**src/sv/pkh_pkg.sv**
```systemverilog
`timescale 1ns / 1ps
// ----------------------------------------------------------------------------
// Pointer key hash table package
// Sizes, codes and word types shared by the table, its hash unit and checker.
// ----------------------------------------------------------------------------
package pkh_pkg;

	localparam int SLOTS   = 1024;
	localparam int SLOT_W  = $clog2(SLOTS);
	localparam int KEY_W   = 64;
	localparam int HASH_W  = 31;
	localparam int CNT_W   = 11;
	localparam int SLOT_FW = 10;
	localparam int STAT_W  = 2;

	localparam logic [STAT_W-1:0] ST_OK        = 2'd0;
	localparam logic [STAT_W-1:0] ST_NOT_FOUND = 2'd1;
	localparam logic [STAT_W-1:0] ST_FULL      = 2'd2;
	localparam logic [STAT_W-1:0] ST_ZERO_KEY  = 2'd3;

	localparam logic CMD_FIND   = 1'b0;
	localparam logic CMD_OBTAIN = 1'b1;

	localparam logic [CNT_W-1:0] FILL_RESET = 11'd716;

	typedef struct packed {
		logic             cmd;
		logic [KEY_W-1:0] key;
	} pkh_req_t;

	typedef struct packed {
		logic [STAT_W-1:0]  status;
		logic [SLOT_FW-1:0] slot;
		logic               existed;
		logic [HASH_W-1:0]  key_hash;
	} pkh_rsp_t;

	typedef struct packed {
		logic              present;
		logic [HASH_W-1:0] hash;
		logic [KEY_W-1:0]  key;
	} pkh_entry_t;

	typedef enum logic [2:0] {
		S_CLEAR,
		S_IDLE,
		S_HASH,
		S_RD,
		S_CHK
	} pkh_state_t;

endpackage

```
**src/sv/pkh_hash.sv**
```systemverilog
`timescale 1ns / 1ps
// ----------------------------------------------------------------------------
// Pointer key hash unit
// Computes the 31-bit shift/xor/multiply mix of a 64-bit key with one shared
// adder/xor unit, one step per cycle over seven steps.
// ----------------------------------------------------------------------------
module pkh_hash (
	input  logic                      clk,
	input  logic                      arst_n,
	input  logic                      start,
	input  logic [pkh_pkg::KEY_W-1:0] key,
	output logic                      done,
	output logic [pkh_pkg::HASH_W-1:0] hash
);
	import pkh_pkg::*;

	localparam logic [2:0] STEP_INV  = 3'd0;
	localparam logic [2:0] STEP_X31  = 3'd1;
	localparam logic [2:0] STEP_MUL5 = 3'd2;
	localparam logic [2:0] STEP_MUL  = 3'd3;
	localparam logic [2:0] STEP_X11  = 3'd4;
	localparam logic [2:0] STEP_ADD6 = 3'd5;
	localparam logic [2:0] STEP_X22  = 3'd6;

	logic [KEY_W-1:0] h_q;
	logic [KEY_W-1:0] g_q;
	logic [2:0]       step_q;
	logic             run_q;
	logic             done_q;
	logic [KEY_W-1:0] op_a;
	logic [KEY_W-1:0] op_b;
	logic             op_add;
	logic [KEY_W-1:0] res;

	always_comb begin
		op_a   = h_q;
		op_b   = '0;
		op_add = 1'b0;
		case (step_q)
			STEP_INV: begin
				op_a   = ~h_q;
				op_b   = h_q << 18;
				op_add = 1'b1;
			end
			STEP_X31: begin
				op_b = h_q >> 31;
			end
			STEP_MUL5: begin
				op_b   = h_q << 2;
				op_add = 1'b1;
			end
			STEP_MUL: begin
				op_b   = g_q << 2;
				op_add = 1'b1;
			end
			STEP_X11: begin
				op_b = h_q >> 11;
			end
			STEP_ADD6: begin
				op_b   = h_q << 6;
				op_add = 1'b1;
			end
			STEP_X22: begin
				op_b = h_q >> 22;
			end
			default: begin
				op_b = '0;
			end
		endcase
		res = op_add ? (op_a + op_b) : (op_a ^ op_b);
	end

	always_ff @(posedge clk or negedge arst_n) begin
		if (!arst_n) begin
			run_q  <= 1'b0;
			step_q <= STEP_INV;
			done_q <= 1'b0;
		end else begin
			done_q <= 1'b0;
			if (start) begin
				run_q  <= 1'b1;
				step_q <= STEP_INV;
			end else if (run_q) begin
				step_q <= step_q + 3'd1;
				if (step_q == STEP_X22) begin
					run_q  <= 1'b0;
					done_q <= 1'b1;
				end
			end
		end
	end

	always_ff @(posedge clk) begin
		if (start) begin
			h_q <= key;
		end else if (run_q) begin
			if (step_q == STEP_MUL5) begin
				g_q <= res;
			end else begin
				h_q <= res;
			end
		end
	end

	assign done = done_q;
	assign hash = h_q[HASH_W-1:0];

endmodule

```
**config.mk**
```make
export PLATFORM = sky130hd
export DESIGN_NAME = pkh_hash
export DESIGN_NICKNAME = d
export VERILOG_FILES = /design/src/sv/pkh_pkg.sv /design/src/sv/pkh_hash.sv
export SDC_FILE = /design/constraint.sdc
export NUM_CORES = 1
export LEC_CHECK = 0
export ABC_AREA = 1
export BUFFER_PORTS_ARGS = -buffer_cell sky130_fd_sc_hd__clkbuf_2
export CORE_MARGIN = 5
export CORE_UTILIZATION = 30
export CTS_CLUSTER_SIZE = 12
export DETAILED_ROUTE_END_ITERATION = 6
export GPL_TIMING_DRIVEN = 0
export PLACE_DENSITY_LB_ADDON = 0.15
export SLEW_MARGIN = 30
export SYNTH_ARGS = -nofsm -noshare
export SYNTH_HDL_FRONTEND = slang
export SYNTH_SLANG_ARGS = --single-unit
```
**constraint.sdc**
```tcl
create_clock -name clk -period 12.6 [get_ports clk]
set_input_delay 2.52 -clock clk [delete_from_list [all_inputs] [get_ports clk]]
set_output_delay 2.52 -clock clk [all_outputs]
set_load 0.01 [all_outputs]
```
== Word level (Yosys, flattened, before mapping) ==
Cells that the tools add are included.

* Word-level logic and storage cells: 37
* Bits of input ports: 67
* Register bits: 131

* Equal/unequal tests: 7
* Reductions and logical operators: 5
* Mux-type cells: 15
* Bitwise logic cells: 3
* $add $sub $neg: 2

{| class="wikitable"
|+ Operator list
! operator !! count
|-
| one-hot mux 64 bit (7 select lines) || 1
|-
| two-way mux 64 bit || 5
|-
| adder 64 bit || 1
|-
| inverter 64 bit || 1
|-
| XOR 64 bit || 1
|-
| equality test 3 bit (second input constant) || 3
|-
| two-way mux 1 bit || 7
|-
| equality test 3 x 2 -> 1 bit (second input constant) || 2
|-
| two-way mux 3 bit || 2
|-
| OR reduction 4 bit || 1
|-
| adder 3 x 1 -> 3 bit (second input constant) || 1
|-
| equality test 3 x 1 -> 1 bit (second input constant) || 1
|-
| logical NOT 3 bit || 1
|-
| AND reduction 3 bit || 1
|-
| inequality test 2 bit (second input constant) || 1
|-
| AND reduction 2 bit || 1
|-
| nonzero test 2 bit || 1
|-
| inverter 1 bit || 1
|}

== Longest topological paths before layout ==
Gate-level depths: netlist (run 1).

* Depth after elaboration: 7
* Mapped depth: 26

== Worst setup path after synthesis (run 1) ==
OpenSTA, ideal clock, no wires.

* Kind: input port to flip-flop
* Start point: input start
* End point: register g_q[0], enable pin
* Arrival time: 5.599 ns
* Path slack: 6.519 ns
* Library setup time: 0.482 ns
* Data required time: 12.118 ns
* Path buffers: 1
* Cell stages on the path: 4
* Cells stage by stage: inv_1 clkbuf_1 nand2_1 nor2_1

* Longest elaborated chain between the ends: 2

{| class="wikitable"
|+ RTL lines
! element !! RTL line !! RTL
|-
| start: declaration || pkh_hash.sv:10 || <nowiki>input logic start,</nowiki>
|-
| inverter 1 bit (no line) || - ||
|-
| AND reduction 3 bit (no line) || - ||
|-
| end signal: assignment || pkh_hash.sv:98 || <nowiki>g_q <= res;</nowiki>
|-
| end: declaration || pkh_hash.sv:26 || <nowiki>logic [KEY_W-1:0] g_q;</nowiki>
|}

No other way between the ends.
A chain may end at the register's enable or synchronous reset.

== Worst setup path in the final report (run 1) ==
* Start point: register step_q[0]
* End point: register h_q[21] (data pin)

* Longest elaborated chain between the ends: 7

{| class="wikitable"
|+ RTL lines
! element !! RTL line !! RTL
|-
| start: declaration || pkh_hash.sv:27 || <nowiki>logic [2:0] step_q;</nowiki>
|-
| start signal: assignment || pkh_hash.sv:84 || <nowiki>step_q <= step_q + 3'd1;</nowiki>
|-
| equality test 3 bit, or another cell as far along || pkh_hash.sv:39 || <nowiki>case (step_q)</nowiki>
|-
| one-hot mux 64 bit (7 select lines), or another cell as far along || pkh_hash.sv:39 ||
|-
| adder 64 bit, or another cell as far along || pkh_hash.sv:70 || <nowiki>res = op_add ? (op_a + op_b) : (op_a ^ op_b);</nowiki>
|-
| two-way mux 64 bit (*) || pkh_hash.sv:70 ||
|-
| named net res[21] || pkh_hash.sv:33 || <nowiki>logic [KEY_W-1:0] res;</nowiki>
|-
| two-way mux 64 bit (*) || pkh_hash.sv:97 || <nowiki>if (step_q == STEP_MUL5) begin</nowiki>
|-
| two-way mux 64 bit (*) || pkh_hash.sv:96 || <nowiki>end else if (run_q) begin</nowiki>
|-
| two-way mux 64 bit (*) || pkh_hash.sv:94 || <nowiki>if (start) begin</nowiki>
|-
| end signal: assignment || pkh_hash.sv:95 || <nowiki>h_q <= key;</nowiki>
|-
| end signal: assignment || pkh_hash.sv:100 || <nowiki>h_q <= res;</nowiki>
|-
| end: declaration || pkh_hash.sv:25 || <nowiki>logic [KEY_W-1:0] h_q;</nowiki>
|}

Mark *: on every way through the listed nets, which the timed path passes. The rest lies on a longest branch. The select of a mux whose other input is x is not followed.

==> results of run 1 <==
[power breakdown]
group | total (µW) | leakage (µW) | switching (µW) | internal, µW
clock | 515 | 0.000283 | 207 | 308
combinational | 3760 | 0.00658 | 2670 | 1090
sequential | 1080 | 0.00131 | 306 | 774
total | 5360 | 0.00817 | 3180 | 2170
[Yosys cell counts (2+ instances only)]
library cell,instances
a41oi_1,11
dfrtp_1,5
nand2_1,958
nand2_2,8
o221ai_1,9
nor4_1,8
clkbuf_1,32
buf_2,10
o22ai_1,23
xor2_1,33
inv_2,6
buf_1,11
xnor2_1,16
nor3_1,7
buf_4,34
nand3_1,62
buf_6,3
a221oi_1,46
edfxtp_1,126
o211ai_1,4
a21oi_1,92
o21ai_0,25
a31oi_1,17
nor3_2,2
o2111ai_1,2
nor2_2,2
nor2_1,129
inv_1,336
ha_1,114
[cell families after synthesis]
| kind of cell | share of synthesized area |
|---|---|
| buffers and inverters | 0.131 |
| flip-flops | 0.286 |
| AND/OR/NAND/NOR | 0.336 |
| XOR/XNOR | 0.0325 |
| adder cells (fa/ha/maj) | 0.106 |
| AO/OA/AOI/OAI | 0.109 |
[per-stage QoR]
step / util / area [µm²]
final: 0.345 / 15600
after global routing: 0.345 / 15600
after CTS: 0.345 / 15600
after detailed placement: 0.332 / 15000
after global placement: 0.330 / 14900
after floorplan: - / 13700
[cell type report]
type	count	area share
inverters	343	0.0827
well taps	600	0.0480
plain buffers	90	0.0321
clock inverters	15	0.0106
repair buffers	102	0.0375
clock buffers	17	0.0272
multi-input cells	1579	0.512
flip-flops and latches	131	0.250
[state kept, by name, summed over array words and instances, names as in the netlist]
signal / count
g_q: 62
h_q: 64
done: 1
step_q: 3
run_q: 1
[worst max-delay path, cell delays in order, from the launching register on]
cell and delay, ns:
dfrtp_1 0.42, inv_1 0.09, ha_1 0.24, nand2_1 0.12, buf_4 0.24, buf_2 0.35, inv_4 0.31, ha_1 0.31
a221oi_1 0.53, a21oi_1 0.25, ha_1 0.42, nand2_1 0.13, nor2_1 0.19, nand2_1 0.10, inv_1 0.06, nand2_1 0.07
nand2_2 0.17, xor2_1 0.72, nand2_1 0.11, nand2_1 0.10
[per-layer routing]
| metal | routed length (µm) | GRT usage | part of all wire |
|---|---|---|---|
| met5 | 0 | 0 | 0 |
| met3 | 6170 | 0.0421 | 0.087 |
| met4 | 1710 | 0.0676 | 0.024 |
| met2 | 30200 | 0.418 | 0.43 |
| met1 | 32800 | 0.411 | 0.46 |
[worst paths after layout]
kind,from,end,slack [ns],cells past startpoint
setup / recovery,step_q[0]$_DFFE_PN0P_,h_q[21]$_DFFE_PP_,7.50,19
max in group asynchronous,arst_n,step_q[1]$_DFFE_PN0P_,10.58,1
hold / removal,run_q$_DFF_PN0_,step_q[1]$_DFFE_PN0P_,0.56,2
hold reg to reg,run_q$_DFF_PN0_,step_q[1]$_DFFE_PN0P_,0.56,2
setup reg to reg,step_q[0]$_DFFE_PN0P_,h_q[21]$_DFFE_PP_,7.50,19
min in group asynchronous,arst_n,done$_DFF_PN0_,1.88,1
==> impl_results.md, run 1 <==
* CP max FO at 46
* Setup crit end kind: flop
* Num CTS Buffers at 17
* CTS tree: yes
* Synth top area share at 0.276
* # port buffers at 98
* Final Power at 5360 µW
* Synth async-reset ratio at 0.0382
* Largest net degree at the start of global routing at 47
* Global-route wire length before repair at 99.5 mm
* Vias/cell at ~5.2
* Area of the multi-input gates at 8000 µm²
* Initial DRT Pass Iterations at 6
* DRT iter0 DRCs at roughly 1,700
* Root Buffer: clkbuf_16
* Commonest non-fill, non-tap cell in the layout: nand2_1
* Sink Count at approximately 130
* Syn Nets at 2,325
* Setup tns final at 0 ns
* P_leak at between 0.008 and 0.009 µW
* Synth area leaders: edfxtp_1 (28%), nand2_1 (26%), ha_1 (10%)
* Main synth FF type: edfxtp_1
* DP HPWL at 59.0 mm
* Post-route DRC at 0
* Starting Density at 0.302
* Setup CP Type: reg -> reg
* Slew of the pin with the lowest slew margin at 0.895 ns
* GRT Util Overall at 0.276
* Routability congestion estimate at 0.998
* Most frequent cells in the layout: nand2_1 (958), inv_1 (334), nor2_1 (128)
* ANT cells at 0
* RSZ-0062 raised after global routing: no
* Total gr overflow at 0
* Yosys top cell by area: edfxtp_1
* Final hold slack at roughly 0.56 ns
* Pwr Density at 343 nW/µm²
* Ratio of cells with drive above 1 in the final layout at 0.0900
* Filler Cell Count at approximately 5,000
* Max_cap viols at 0
* Fin crit share at 0.405
* Reg area at 3910 µm²
* Gate Count Post-Synth at roughly 2,100
* Sequential element share of the synthesized area at 0.286
* Worst setup margin at 7.50 ns
* Routed via count at 15,000
* CTS hold repair buffers at 0
* Setup WS pre-CTS at 7.57 ns
* Core area at 45,300 µm²
* Slew Viols, Final at 0
* Outcome: completed
* CTS max path bufs at 2
* Initial antenna violation count at 0
* Final Hold Viols at 0
* CTS resizes at 0
* Fin cells at 2,877
* Minimum clock period at ~5.1 ns
* Worst setup SP type: flop
* # IOs at 99
* Clock Skews at 0.00683 ns
* Inst Count DP at 2,845
* Postcts setup bufs at 0
* # setup viols final at 0
* Fmax at 0.196 GHz
* Post-Route WL at 70.9 mm
* Height of the chip at 224 µm
* Post-DR wirelength/cell at between 20 and 25 µm
* Row count at 78
* Die X-Extent at 224 µm
* Number of synthesized flops with an enable pin at 126
* Worst vdd ir at 0.105 mV
* Clock transition at path regs at approximately 0.060 ns
* Full die area at 50,000 µm²
* Fin nets at 2,446
* CP required at around 13 ns
* Worst min-delay path class: reg -> reg
* Syn avg cell area at 6.39 µm²
* Vias in the first global route at 14,100
* Max-slew headroom at 0.403
* Syn Std Cell Area at 13,700 µm²
* Area Growth Syn to Fin at 14.2%
* H-Tree Depth at 4
* Worst-skew pair later-pin latency at 0.45 ns
* Data arrival, critical path at 5.41 ns
* Synth Register Bits at around 130
* Synth warnings at 0
* Yosys cell types at between 40 and 50
* Antenna-violating nets left at 0
(Power assumes the default switching activity.)
==> inputs of run 2 (changes only) <==
- clock period: 12.6 -> 4.7 ns (I/O delays scaled with it)
==> run 2 against run 1 <==
Fmax rose by 11%. Largest power group unchanged. Combinational power rose to 2.7 times the previous value. Power rose to 2.7 times the previous value. Largest cell class unchanged. Final area rose by 0.55%. Sequential share of layout area fell by 0.14 points.
==> impl_results.md, run 2 (synthesis gave the netlist of run 1 again) <==
* Outcome: completed
* DP HPWL at about 59 mm
* Num CTS Buffers at 17
* Row count at 78
* Post-Route WL at 70.8 mm
* CTS tree: yes
* Vias/cell at 5.17
* NetSw at approximately 8500 µW
* Routed via count at 14,900
* Max reg flops at between 60 and 70
* GRT Util Overall at 0.276
* P_int at ~5900 µW
* Buf/Inv on CP at 4
* # IOs at 99
* Most frequent cells in the layout: nand2_1 (954), inv_1 (334), nor2_1 (127)
* Height of the chip at between 200 and 250 µm
* Biggest regs: h_q (64), g_q (62), step_q (3)
* ANT cells at 0
* Biggest register: h_q
* Setup WS pre-CTS at -0.250 ns
* Final Hold Viols at 0
* Worst r2r path cells at 19
* Routability congestion estimate at 0.998
* Met3 WL at 6.54 mm
* Area of the multi-input gates at 8060 µm²
* Ratio of cells with drive above 1 in the final layout at 0.101
* CP required at 5.01 ns
* Levels on crit path at 19
* Sequential share of power at 0.202
* Setup crit end kind: flop
* Full die area at 50,000 µm²
* Combinational share of power at 0.702
* Setup CP Type: reg -> reg
* Routed wl met2 at 30.0 mm
* Slew Viols, Final at 0
* Final Power at approximately 14,000 µW
* Most numerous cell on the critical path: nand2_1
* Reg area at 3910 µm²
* Worst setup SP type: flop
* Worst-skew pair later-pin latency at 0.45 ns
* Initial DRT Pass Iterations at 7
* Worst min-delay path class: in -> async
* Root Buffer: clkbuf_16
* Slew of the pin with the lowest slew margin at 0.934 ns
* Fin crit share at 0.974
* Commonest non-fill, non-tap cell in the layout: nand2_1
* # setup viols final at 0
* Core area at about 45,000 µm²
* Max_cap viols at 0
* Pwr Density at 914 nW/µm²
* Fmax at 0.218 GHz
* # port buffers at 98
* Data arrival, critical path at 4.89 ns
* Starting Density at 0.302
* Initial antenna violation count at 0
* RSZ-0062 raised after global routing: no
* Critical-path top delay cell: ha_1
* Largest net degree at the start of global routing at 47
* Post-route DRC at 0
* DRT iter0 DRCs at 1,625
* Total gr overflow at 0
* Clock Skews at 0.00707 ns
* P_leak at 0.00822 µW
* H-Tree Depth at 4
* Clk pwr share at 0.096
* M1 WL at 32.4 mm
* Global-route wire length before repair at 99.4 mm
* Worst vdd ir at 0.281 mV
* Fin nets at 2,445
* Post-DR wirelength/cell at 24.6 µm
* Vias in the first global route at 14,100
* CP max FO at 10
* CTS max path bufs at 2
* Area Growth Syn to Fin at 14.8%
* Minimum clock period at around 4.6 ns
* Antenna-violating nets left at 0
* Crit path largest cell delay at 0.48 ns
* Sw Share at 0.592
* Clock transition at path regs at 0.06 ns
* Sink Count at between 100 and 150
* Cell-by-cell trace of the critical path: inv_1 > ha_1 > nand2_1 > inv_1 > clkbuf_1 > a221oi_1 > o221ai_1 > ha_1 > nand2_1 > inv_1 > nand2_1 > nor3_1 > nand3_1 > nand2_1 > nand2_1 > nand2_2 > xor2_1 > nand2_1 > nand2_1
* Uppermost routed layer: met4
* Postcts setup bufs at 0
* Filler Cell Count at about 5,000
* CP delay by family, top: simple AND/OR/NAND/NOR gates
* Max-slew headroom at 0.377
* Worst setup margin at approximately 0.12 ns
* Die X-Extent at about 220 µm
==> run 2: cell count changes in the layout (fill, tap and decap cells not counted), sizes merged <==
| cell | delta |
|---|---|
| clkbuf | +5 |
| buf | -6 |
==> run 2: layer usage <==
layer  vias to the layer above  GRT usage
li1                       7040          -
met1                      7047      0.409
met2                       681      0.417
met3                        97     0.0470
met4                         0     0.0690
met5                         -          0
==> run 2: power groups by stage <==
stage	logic (µW)	registers, µW	clock network (µW)
after floorplan	6040	2360	0
after global placement	9720	2890	0
after detailed placement	9730	2860	0
after CTS	9770	2850	1390
after global routing	11000	2870	1430
final	10100	2900	1380
==> run 2: worst paths after layout <==
kind | startpoint | endpoint | slack (ns)
worst max-delay path | step_q[0]$_DFFE_PN0P_ | h_q[29]$_DFFE_PP_ | 0.12
worst min register to register | run_q$_DFF_PN0_ | step_q[1]$_DFFE_PN0P_ | 0.58
min in group clk | run_q$_DFF_PN0_ | step_q[1]$_DFFE_PN0P_ | 0.58
worst max register to register | step_q[0]$_DFFE_PN0P_ | h_q[29]$_DFFE_PP_ | 0.12
worst min-delay path | arst_n | done$_DFF_PN0_ | 0.30
max in group asynchronous | arst_n | step_q[1]$_DFFE_PN0P_ | 4.26
==> run 2: cell type report <==
class | count | area share
plain buffers | 89 | 0.0333
clock buffers | 17 | 0.0271
clock inverters | 15 | 0.0106
inverters | 343 | 0.0824
multi-input cells | 1579 | 0.513
flip-flops and latches | 131 | 0.249
well taps | 600 | 0.0478
repair buffers | 102 | 0.0373
==> run 2: stage by stage <==
| step | hold slack (ns) | cells | utilization | area [µm²] | setup TNS (ns) |
|---|---|---|---|---|---|
| 5_1_grt | 0.307 | 2876 | 0.347 | 15700 | 0 |
| 6_report | 0.300 | 2876 | 0.347 | 15700 | 0 |
| 2_1_floorplan | 0.502 | 2143 | - | 13700 | 0 |
| 3_5_place_dp | 0.572 | 2845 | 0.332 | 15000 | -3.28 |
| 3_3_place_gp | 0.551 | 2841 | 0.330 | 14900 | -252.25 |
| 4_1_cts | 0.284 | 2876 | 0.345 | 15600 | 0 |
==> run 2: what timing repair did <==
action	in CTS	in global routing
endpoints found under the hold margin	0	0
resized for setup	4	34
endpoints found under the setup margin	36	53
hold buffers	0	0
